**config.mk**
```make
export PLATFORM = sky130hd
export DESIGN_NAME = addressed_packet_deframer
export DESIGN_NICKNAME = d
export VERILOG_FILES = /design/src/sv/apd_pkg.sv /design/src/sv/apd_core.sv /design/src/sv/addressed_packet_deframer.sv
export VERILOG_INCLUDE_DIRS = /design/src /design/src/sv
export SDC_FILE = /design/constraint.sdc
export NUM_CORES = 1
export LEC_CHECK = 0
export BUFFER_PORTS_ARGS = -buffer_cell sky130_fd_sc_hd__buf_2
export CAP_MARGIN = 20
export CORE_MARGIN = 1.5
export CORE_UTILIZATION = 50
export CTS_CLUSTER_SIZE = 16
export DETAILED_ROUTE_END_ITERATION = 8
export MAX_ROUTING_LAYER = met4
export PLACE_DENSITY = 0.68
export SLEW_MARGIN = 5
export SYNTH_ARGS = -nofsm -noshare
export SYNTH_HDL_FRONTEND = slang
export SYNTH_SLANG_ARGS = --single-unit
```
**constraint.sdc**
```tcl
create_clock -name aclk -period 5.8 [get_ports aclk]
set_input_delay 1.16 -clock aclk [delete_from_list [all_inputs] [get_ports aclk]]
set_output_delay 1.16 -clock aclk [all_outputs]
set_load 0.005 [all_outputs]
```
**src/sv/addressed_packet_deframer_defines.svh**
```systemverilog
// Assertion helpers shared by the deframer RTL.
`ifndef ADDRESSED_PACKET_DEFRAMER_DEFINES_SVH
`define ADDRESSED_PACKET_DEFRAMER_DEFINES_SVH

// Checked only while out of reset.
`define APD_ASSERT(lbl, prop, msg) \
    lbl: assert property (@(posedge aclk) disable iff (!aresetn) prop) else $error(msg);

// Checked on every edge, reset included.
`define APD_ASSERT_ALWAYS(lbl, prop, msg) \
    lbl: assert property (@(posedge aclk) prop) else $error(msg);

`endif

```
**src/sv/apd_pkg.sv**
```systemverilog
package apd_pkg;

    typedef enum logic [5:0] {
        PH_HEADER   = 6'b000001,
        PH_ADDRESS  = 6'b000010,
        PH_ID       = 6'b000100,
        PH_LENGTH   = 6'b001000,
        PH_PAYLOAD  = 6'b010000,
        PH_CHECKSUM = 6'b100000
    } phase_t;

    typedef enum logic [2:0] {
        EV_NONE    = 3'd0,
        EV_BYTE    = 3'd1,
        EV_GOOD    = 3'd2,
        EV_BADSUM  = 3'd3,
        EV_ADDR    = 3'd4,
        EV_LEN     = 3'd5,
        EV_TIMEOUT = 3'd6
    } event_t;

    localparam logic [1:0] REG_DEVICE_ADDRESS = 2'd0;
    localparam logic [1:0] REG_START_CODE     = 2'd1;
    localparam logic [1:0] REG_BUFFER_LIMIT   = 2'd2;
    localparam logic [1:0] REG_TIMEOUT_TICKS  = 2'd3;

    localparam logic [31:0] RST_DEVICE_ADDRESS = 32'hFFFF_FFFF;
    localparam logic [15:0] RST_START_CODE     = 16'hEF01;
    localparam logic [8:0]  RST_BUFFER_LIMIT   = 9'd256;
    localparam logic [19:0] RST_TIMEOUT_TICKS  = 20'd1000;

    localparam logic [19:0] IDLE_MAX = 20'hFFFFF;

    typedef struct packed {
        logic [31:0] device_address;
        logic [15:0] start_code;
        logic [8:0]  buffer_limit;
        logic [19:0] timeout_ticks;
    } cfg_t;

    typedef struct packed {
        event_t      event_res;
        logic [7:0]  data_byte;
        logic [7:0]  packet_id;
        logic [8:0]  payload_length;
    } res_t;

endpackage

```
**src/sv/apd_core.sv**
```systemverilog
module apd_core #(
    parameter int MAX_PAYLOAD = 256
) (
    input  logic          aclk,
    input  logic          aresetn,
    input  logic          in_fire,
    input  logic          opcode,
    input  logic [7:0]    rx_byte,
    input  apd_pkg::cfg_t cfg,
    output apd_pkg::res_t res
);

    localparam int BLW = $clog2(MAX_PAYLOAD + 1);
    localparam logic [16:0] LEN_CAP = 17'(MAX_PAYLOAD + 2);

    apd_pkg::phase_t phase_reg, phase_next;
    logic [15:0]    window_reg, window_next;
    logic [1:0]     cnt_reg, cnt_next;
    logic [31:0]    addr_reg, addr_next;
    logic [7:0]     id_reg, id_next;
    logic [7:0]     len_hi_reg, len_hi_next;
    logic [8:0]     plen_reg, plen_next;
    logic [BLW-1:0] left_reg, left_next;
    logic [15:0]    sum_reg, sum_next;
    logic [7:0]     sum_hi_reg, sum_hi_next;
    logic [19:0]    idle_reg, idle_next;

    logic [15:0] len_full;
    logic [15:0] len_minus2;
    logic [16:0] buf_cap;
    logic [31:0] addr_shift;
    logic [15:0] window_shift;
    logic [19:0] idle_inc;
    logic        len_bad;

    assign len_full     = {len_hi_reg, rx_byte};
    assign len_minus2   = len_full - 16'd2;
    assign buf_cap      = {8'd0, cfg.buffer_limit} + 17'd2;
    assign addr_shift   = {addr_reg[23:0], rx_byte};
    assign window_shift = {window_reg[7:0], rx_byte};
    assign idle_inc     = (idle_reg < apd_pkg::IDLE_MAX) ? idle_reg + 20'd1 : idle_reg;
    assign len_bad      = (len_full < 16'd2) || ({1'b0, len_full} > LEN_CAP)
                          || ({1'b0, len_full} > buf_cap);

    always_comb begin
        phase_next  = phase_reg;
        window_next = window_reg;
        cnt_next    = cnt_reg;
        addr_next   = addr_reg;
        id_next     = id_reg;
        len_hi_next = len_hi_reg;
        plen_next   = plen_reg;
        left_next   = left_reg;
        sum_next    = sum_reg;
        sum_hi_next = sum_hi_reg;
        idle_next   = idle_reg;
        res.event_res      = apd_pkg::EV_NONE;
        res.data_byte      = 8'd0;
        res.payload_length = 9'd0;

        if (opcode) begin
            if (phase_reg != apd_pkg::PH_HEADER) begin
                idle_next = idle_inc;
                if (idle_inc >= cfg.timeout_ticks) begin
                    res.event_res = apd_pkg::EV_TIMEOUT;
                    idle_next     = 20'd0;
                    phase_next    = apd_pkg::PH_HEADER;
                    window_next   = 16'd0;
                    cnt_next      = 2'd0;
                end
            end
        end else begin
            idle_next = 20'd0;
            unique case (phase_reg)
                apd_pkg::PH_HEADER: begin
                    window_next = window_shift;
                    if (window_shift == cfg.start_code) begin
                        phase_next  = apd_pkg::PH_ADDRESS;
                        window_next = 16'd0;
                        cnt_next    = 2'd0;
                    end
                end
                apd_pkg::PH_ADDRESS: begin
                    addr_next = addr_shift;
                    cnt_next  = cnt_reg + 2'd1;
                    if (cnt_reg == 2'd3) begin
                        if (addr_shift != cfg.device_address) begin
                            res.event_res = apd_pkg::EV_ADDR;
                            phase_next    = apd_pkg::PH_HEADER;
                            window_next   = 16'd0;
                        end else begin
                            phase_next = apd_pkg::PH_ID;
                        end
                    end
                end
                apd_pkg::PH_ID: begin
                    id_next    = rx_byte;
                    sum_next   = {8'd0, rx_byte};
                    cnt_next   = 2'd0;
                    phase_next = apd_pkg::PH_LENGTH;
                end
                apd_pkg::PH_LENGTH: begin
                    if (cnt_reg == 2'd0) begin
                        len_hi_next = rx_byte;
                        cnt_next    = 2'd1;
                    end else begin
                        cnt_next = 2'd0;
                        if (len_bad) begin
                            res.event_res = apd_pkg::EV_LEN;
                            phase_next    = apd_pkg::PH_HEADER;
                            window_next   = 16'd0;
                        end else begin
                            sum_next   = sum_reg + {8'd0, len_hi_reg} + {8'd0, rx_byte};
                            left_next  = BLW'(len_minus2);
                            plen_next  = len_minus2[8:0];
                            phase_next = (len_minus2 != 16'd0) ? apd_pkg::PH_PAYLOAD
                                                                : apd_pkg::PH_CHECKSUM;
                        end
                    end
                end
                apd_pkg::PH_PAYLOAD: begin
                    res.event_res = apd_pkg::EV_BYTE;
                    res.data_byte = rx_byte;
                    sum_next      = sum_reg + {8'd0, rx_byte};
                    left_next     = left_reg - BLW'(1);
                    if (left_reg == BLW'(1)) begin
                        phase_next = apd_pkg::PH_CHECKSUM;
                        cnt_next   = 2'd0;
                    end
                end
                apd_pkg::PH_CHECKSUM: begin
                    if (cnt_reg == 2'd0) begin
                        sum_hi_next = rx_byte;
                        cnt_next    = 2'd1;
                    end else begin
                        if ({sum_hi_reg, rx_byte} == sum_reg) begin
                            res.event_res      = apd_pkg::EV_GOOD;
                            res.payload_length = plen_reg;
                        end else begin
                            res.event_res = apd_pkg::EV_BADSUM;
                        end
                        phase_next  = apd_pkg::PH_HEADER;
                        window_next = 16'd0;
                        cnt_next    = 2'd0;
                    end
                end
                default: begin
                    phase_next  = apd_pkg::PH_HEADER;
                    window_next = 16'd0;
                    cnt_next    = 2'd0;
                end
            endcase
        end
        res.packet_id = id_next;
    end

    always_ff @(posedge aclk) begin
        if (!aresetn) begin
            phase_reg  <= apd_pkg::PH_HEADER;
            window_reg <= 16'd0;
            cnt_reg    <= 2'd0;
            addr_reg   <= 32'd0;
            id_reg     <= 8'd0;
            len_hi_reg <= 8'd0;
            plen_reg   <= 9'd0;
            left_reg   <= '0;
            sum_reg    <= 16'd0;
            sum_hi_reg <= 8'd0;
            idle_reg   <= 20'd0;
        end else if (in_fire) begin
            phase_reg  <= phase_next;
            window_reg <= window_next;
            cnt_reg    <= cnt_next;
            addr_reg   <= addr_next;
            id_reg     <= id_next;
            len_hi_reg <= len_hi_next;
            plen_reg   <= plen_next;
            left_reg   <= left_next;
            sum_reg    <= sum_next;
            sum_hi_reg <= sum_hi_next;
            idle_reg   <= idle_next;
        end
    end

endmodule

```
**src/sv/addressed_packet_deframer.sv**
```systemverilog
// Packet deframer: takes one received byte or one time tick per transaction
// and returns exactly one result per transaction, in order. Throughput is one
// transaction per clock: the parser state and the result register update in
// the same cycle, and s_tready stays high as long as the result register is
// empty or being drained, so a stalled m_tready is the only thing that slows
// the input. m_tvalid rises in the cycle after input acceptance. The four
// configuration registers are written through the cfg_* channel, which is
// always ready; write them only while no transaction is in flight.
`include "addressed_packet_deframer_defines.svh"

module addressed_packet_deframer #(
    parameter int MAX_PAYLOAD = 256
) (
    input  logic        aclk,
    input  logic        aresetn,
    // input stream
    input  logic        s_tvalid,
    output logic        s_tready,
    input  logic [7:0]  s_tdata,   // [7:0] rx_byte
    input  logic        s_tuser,   // [0] opcode
    // result stream
    output logic        m_tvalid,
    input  logic        m_tready,
    output logic [31:0] m_tdata,   // [7:0] data_byte, [15:8] packet_id,
                                   // [24:16] payload_length, [31:25] zero
    output logic [2:0]  m_tuser,   // [2:0] event_res
    // register writes
    input  logic        cfg_valid,
    output logic        cfg_ready,
    input  logic [1:0]  cfg_index,
    input  logic [31:0] cfg_data
);

    apd_pkg::cfg_t cfg_reg;
    apd_pkg::res_t res;
    apd_pkg::res_t res_reg;
    logic          m_valid_reg;
    logic          in_fire;

    assign s_tready  = !m_valid_reg || m_tready;
    assign in_fire   = s_tvalid && s_tready;
    assign cfg_ready = 1'b1;

    always_ff @(posedge aclk) begin
        if (!aresetn) begin
            cfg_reg.device_address <= apd_pkg::RST_DEVICE_ADDRESS;
            cfg_reg.start_code     <= apd_pkg::RST_START_CODE;
            cfg_reg.buffer_limit   <= apd_pkg::RST_BUFFER_LIMIT;
            cfg_reg.timeout_ticks  <= apd_pkg::RST_TIMEOUT_TICKS;
        end else if (cfg_valid) begin
            unique case (cfg_index)
                apd_pkg::REG_DEVICE_ADDRESS: cfg_reg.device_address <= cfg_data;
                apd_pkg::REG_START_CODE:     cfg_reg.start_code     <= cfg_data[15:0];
                apd_pkg::REG_BUFFER_LIMIT:   cfg_reg.buffer_limit   <= cfg_data[8:0];
                apd_pkg::REG_TIMEOUT_TICKS:  cfg_reg.timeout_ticks  <= cfg_data[19:0];
                default: ;
            endcase
        end
    end

    apd_core #(
        .MAX_PAYLOAD(MAX_PAYLOAD)
    ) u_core (
        .aclk    (aclk),
        .aresetn (aresetn),
        .in_fire (in_fire),
        .opcode  (s_tuser),
        .rx_byte (s_tdata),
        .cfg     (cfg_reg),
        .res     (res)
    );

    always_ff @(posedge aclk) begin
        if (!aresetn) begin
            m_valid_reg <= 1'b0;
        end else if (in_fire) begin
            m_valid_reg <= 1'b1;
        end else if (m_tready) begin
            m_valid_reg <= 1'b0;
        end
    end

    always_ff @(posedge aclk) begin
        if (in_fire) begin
            res_reg <= res;
        end
    end

    assign m_tvalid = m_valid_reg;
    assign m_tuser  = res_reg.event_res;
    assign m_tdata  = {7'd0, res_reg.payload_length, res_reg.packet_id, res_reg.data_byte};

    `APD_ASSERT(a_result_follows, s_tvalid && s_tready |=> m_tvalid, "accepted transaction produced no result")
    `APD_ASSERT(a_tick_no_byte, s_tvalid && s_tready && s_tuser |=> m_tuser != apd_pkg::EV_BYTE, "tick produced a payload byte")
    `APD_ASSERT(a_data_only_on_byte, m_tvalid && m_tuser != apd_pkg::EV_BYTE |-> m_tdata[7:0] == 8'd0, "data byte set outside payload event")
    `APD_ASSERT(a_len_only_on_good, m_tvalid && m_tuser != apd_pkg::EV_GOOD |-> m_tdata[24:16] == 9'd0, "payload length set outside good packet")
    `APD_ASSERT_ALWAYS(a_reset_empty, !aresetn |=> !m_tvalid, "result valid right after reset")

endmodule
```
==> results of run 1 <==
## final timing paths
path	from	end	slack [ps]	cells after the start
worst max-delay path	u_core.idle_reg[15]$_SDFFE_PN0P_	u_core.phase_reg[4]$_SDFFE_PN0P_	950	14
worst min-delay path	cfg_reg[13]$_SDFFE_PN0P_	cfg_reg[13]$_SDFFE_PN0P_	460	2
worst max register to register	u_core.idle_reg[15]$_SDFFE_PN0P_	u_core.phase_reg[4]$_SDFFE_PN0P_	950	14
worst min register to register	cfg_reg[13]$_SDFFE_PN0P_	cfg_reg[13]$_SDFFE_PN0P_	460	2
## area by class of cell
cell class | instances | area [um2] | share of cell area, %
Clock buffer | 37 | 783 | 5.69
Sequential cell | 224 | 4760 | 34.6
Clock inverter | 11 | 156 | 1.14
Timing Repair Buffer | 90 | 483 | 3.51
Inverter | 46 | 174 | 1.26
Tap cell | 324 | 405 | 2.94
Multi-Input combinational cell | 1149 | 7000 | 50.9
## kinds of logic (layout without fill, tap and decap cells)
kind of cell | Yosys count | in the layout | share of synthesized area (%)
other | 2 | 8 | 0.0609
multiplexers | 30 | 30 | 2.51
AO/OA/AOI/OAI | 264 | 264 | 13.6
adder cells (fa/ha/maj) | 63 | 63 | 7.00
flip-flops | 224 | 224 | 38.6
XOR/XNOR | 111 | 111 | 7.95
buffers and inverters | 145 | 184 | 4.89
AND/OR/NAND/NOR | 673 | 673 | 25.3
## through the flow
step | utilization, % | instances | power [mW]
after floorplan | - | 1518 | 1.85
after detailed placement | 52.9 | 1833 | 1.95
after global placement | 52.9 | 1833 | 1.95
after global routing | 56.8 | 1881 | 3.81
final | 56.8 | 1881 | 3.67
after CTS | 56.8 | 1881 | 3.70
## routing by layer
| layer | routed length (um) | global-route usage (%) |
|---|---|---|
| met1 | 14300 | 32.9 |
| met2 | 14800 | 41.9 |
| met3 | 1610 | 3.27 |
| met4 | 1170 | 8.50 |
| met5 | 0 | - |
## Yosys cell counts (5+ instances only)
cell type  number
mux2i_1        23
a21oi_1       104
nor2_1        112
nand2_1       301
nor3_1         50
nand3_1        80
xor2_1         62
a22oi_1         5
and3_1          7
fa_1           10
mux2_2          7
clkbuf_1       71
o21a_1          6
and2_1         18
a21o_1          6
xnor2_1        48
dfxtp_1       196
buf_1           7
a211oi_1       32
ha_1           53
nand4_1        28
nor4_1         19
inv_1          44
buf_4           8
nor2b_1         9
or3_1          11
buf_2          11
o211ai_1       14
edfxtp_1       28
o21ai_0        42
## critical path, delay by kind of cell (launching register included)
family	cells	cell delay, ps
AOI/OAI and AO/OA	2	520
DFF	1	450
and+or+nand+nor	10	3300
adders and majority gates	1	330
xor gates and xnor gates	1	150
## power by group
| group | total [mW] | internal, mW | switching [mW] |
|---|---|---|---|
| clock | 1.75 | 1.08 | 0.670 |
| sequential | 1.64 | 1.61 | 0.0240 |
| combinational | 0.282 | 0.0968 | 0.186 |
| total | 3.67 | 2.79 | 0.880 |
==> impl_metrics.ini, run 1 <==
[run_status]
status = finished, final reports clean

[yosys]
synth_area_leaders = dfxtp_1 (32%), nand2_1 (9.2%), edfxtp_1 (6.8%)
syn_area_um2 = 12300
yosys_warnings = 0
synth-edff-count = 28
ys_types = 80
syn_inst = 1512
yosysTopAreaCell = dfxtp_1
synth_ff_type = dfxtp_1
synth_area_per_cell_um2 = 8.15
synthArstFlopShare_pct = 0
synth.ff_latch_count = 224
synth_top_area_share_pct = 31.8
synth-seq-area-share_pct = 38.6

[finish]
syn_to_final_growth_pct = 11.7
antenna_cells = 0
final_area_um2 = 13800
final_common_cell = nand2_1
final_cell_mix = nand2_1 (301), dfxtp_1 (196), nor2_1 (112)
largest_reg_flops = 77
drive_gt1_share_pct = 10.7
fillers = 2249
finalNetCount = 1649

[min_path]
hold_class = reg -> reg

[sta]
worst_hold_slack_ps = 456
worst_pin_slew_ps = 1050
slew_viol_final = 0
tns_ps = 0
maxSlewHeadroom_pct = 30.0
finalCriticalPeriod_ps = 4850
final_hold_viol_count = 0
clock_skew_ps = 10.3
layout_setup_ws_ps = 950
rsz0062_at_grt = no
setup_viol = 0
timing.final.crit_share_pct = 83.6
max_clock_freq_ghz = 0.206

[floorplanning]
die_w_um = 160
initial_core_util_pct = 50.8
coreArea_um2 = 24200
io_pins = 86
std_cell_rows = 57
fp.dieH_um = 160
dieArea_um2 = 25600

[global_route]
grt_overflow_total = 0
antenna_found_initial = 0
track_usage_pct = 25.6
grt_pass1_wl_mm = 52.2
grt_max_degree = 83
grt_pass1_vias = 10100

[detailed_routing]
antenna_left = 0
drt-total-wl_mm = 31.9
routedWlPerCell_um = 17.0
drc = 0
first_iter_violations = 873
vias = 10700
first_pass_iters = 5
viasPerCell = 5.70

[setup_path]
slowest_delay_ps = 670
end_kind = flop
cp.required_ps = 6260
critPathKind = reg -> reg
cp_cell_sequence = nand4_1, nor3_1, nand4_1, nor2b_1, nand4_1, nor2_1, xor2_1, ha_1, nand4_2, or4_4, o211ai_2, or4b_1, or3_4, a21oi_2
slowest_stage = or4b_1
cp_max_fo = 11
cp-start-kind = flop
cpMostUsedCell = nand4_1
arrival_ps = 5310

[placed_design]
placedInstanceArea_um2 = 12800
dp_slack_ps = 1010
gp_congestion = 0.907
dp_hpwl_mm = 21.9
port_buffers = 77

[power_and_ir_drop]
power.density_nw_per_um2 = 266
ir_drop_v = 0.000247
p_leak_nw = 5.32

[job]
cap_violations = 0

[clock_tree]
clk_path_buf_depth = 3
clkSinkCount = 224
cts_max_level = 1
postCtsSetupBuffers = 0
clock-root-buffer = clkbuf_16
cts_tree = yes
cts_buffers = 27
clkTransAtPathRegs_ps = 60
cts_resized = 0
cts_hold_buf = 0
insertion_delay_ps = 550
Power figures use the tool's default switching activity.
==> inputs of run 2 (changes only) <==
clock period = 4.75 ns   (was 5.8 ns; I/O delays follow)
==> impl_metrics.ini, run 2 (synthesized netlist as in run 1, its figures left out) <==
[run_status]
status = finished, final reports clean

[finish]
drive_gt1_share_pct = 10.8
final_common_cell = nand2_1
final_area_um2 = 13700
final_cell_mix = nand2_1 (301), dfxtp_1 (196), nor2_1 (112)
syn_to_final_growth_pct = 11.0
finalNetCount = 1656
largest_reg_flops = 77
fillers = 2232
antenna_cells = 0

[clock_tree]
cts_tree = yes
clkSinkCount = 224
clkTransAtPathRegs_ps = 60
cts_buffers = 25
clock-root-buffer = clkbuf_16
insertion_delay_ps = 540
clk_path_buf_depth = 3
postCtsSetupBuffers = 0
cts_hold_buf = 0
cts_max_level = 1
cts_resized = 0

[power_and_ir_drop]
ir_drop_v = 0.000269
power.density_nw_per_um2 = 308
p_leak_nw = 5.30

[setup_path]
cp-start-kind = flop
slowest_stage = or4b_1
end_kind = flop
cpMostUsedCell = nand4_1
critPathKind = reg -> reg
cp.required_ps = 5210
cp_cell_sequence = nand4_1, nor3_1, nand4_1, nor2b_1, nand4_1, nor2_1, xor2_1, ha_1, nand4_2, or4_4, o211ai_2, or4b_1, or3_4, a21oi_2
arrival_ps = 4800
cp_max_fo = 10
slowest_delay_ps = 640

[sta]
finalCriticalPeriod_ps = 4350
clock_skew_ps = 12.3
maxSlewHeadroom_pct = 27.0
layout_setup_ws_ps = 404
rsz0062_at_grt = no
setup_viol = 0
slew_viol_final = 0
timing.final.crit_share_pct = 91.5
max_clock_freq_ghz = 0.230
tns_ps = 0
worst_pin_slew_ps = 1090
worst_hold_slack_ps = 455
final_hold_viol_count = 0

[global_route]
grt_pass1_wl_mm = 51.9
track_usage_pct = 25.5
grt_pass1_vias = 9973
antenna_found_initial = 0
grt_max_degree = 83
grt_overflow_total = 0

[detailed_routing]
antenna_left = 0
routedWlPerCell_um = 17.0
vias = 10800
first_pass_iters = 5
first_iter_violations = 843
drt-total-wl_mm = 32.0
drc = 0
viasPerCell = 5.71

[floorplanning]
initial_core_util_pct = 50.8
die_w_um = 160
std_cell_rows = 57
coreArea_um2 = 24200
dieArea_um2 = 25600
fp.dieH_um = 160
io_pins = 86

[placed_design]
dp_slack_ps = 450
gp_congestion = 0.881
dp_hpwl_mm = 22.3
placedInstanceArea_um2 = 12900
port_buffers = 77

[min_path]
hold_class = reg -> reg

[job]
cap_violations = 0
[run 2: changes by cell type in the layout (fill, tap and decap cells not counted), moves of 2 or more]
cell / delta
clkbuf_16: -2
buf_4: +9
bufinv_16: -3
clkbuf_1: +2
clkinv_4: +2
clkinvlp_4: -2
[run 2: layer usage]
metal	GRT usage, %	vias up	wire [um]	share of wire (%)
li1	-	5320	-	-
met1	33.1	5065	14500	45
met2	41.9	301	15100	47
met3	2.91	79	1400	4.4
met4	7.31	0	954	3.0
met5	-	-	0	0
[run 2: worst max-delay path, delay by kind of cell, from the launching register on]
family	cells	cell delay (ps)
AO/OA/AOI/OAI	2	320
XOR/XNOR	1	140
adder cells (fa/ha/maj)	1	330
flip-flops	1	450
AND/OR/NAND/NOR	10	3020
[run 2: cell type report]
cell class / count / area, um2 / share of cell area [%]
clock buffers: 36 / 727 / 5.31
multi-input cells: 1149 / 7000 / 51.1
inverters: 46 / 174 / 1.27
well taps: 324 / 405 / 2.96
repair buffers: 99 / 551 / 4.02
clock inverters: 8 / 68.8 / 0.503
flip-flops and latches: 224 / 4760 / 34.8
[run 2: path summary, 6_finish.rpt]
path | slack (ps) | cells after the start | from | endpoint
setup / recovery | 400 | 14 | u_core.idle_reg[15]$_SDFFE_PN0P_ | u_core.phase_reg[4]$_SDFFE_PN0P_
hold / removal | 460 | 2 | cfg_reg[1]$_SDFFE_PN0P_ | cfg_reg[1]$_SDFFE_PN0P_
setup reg to reg | 400 | 14 | u_core.idle_reg[15]$_SDFFE_PN0P_ | u_core.phase_reg[4]$_SDFFE_PN0P_
hold reg to reg | 460 | 2 | cfg_reg[1]$_SDFFE_PN0P_ | cfg_reg[1]$_SDFFE_PN0P_
[run 2: through the flow]
stage | utilization (%) | std cells | power, mW
3_3_place_gp | 53.2 | 1842 | 2.38
3_5_place_dp | 53.2 | 1842 | 2.38
5_1_grt | 56.4 | 1886 | 4.37
4_1_cts | 56.4 | 1886 | 4.25
6_report | 56.4 | 1886 | 4.22
2_1_floorplan | - | 1518 | 2.26
[run 2: report_power, final]
| group | switching [mW] | internal (mW) | total [mW] |
|---|---|---|---|
| clock | 0.801 | 1.07 | 1.87 |
| sequential | 0.0300 | 1.97 | 2.00 |
| combinational | 0.227 | 0.120 | 0.347 |
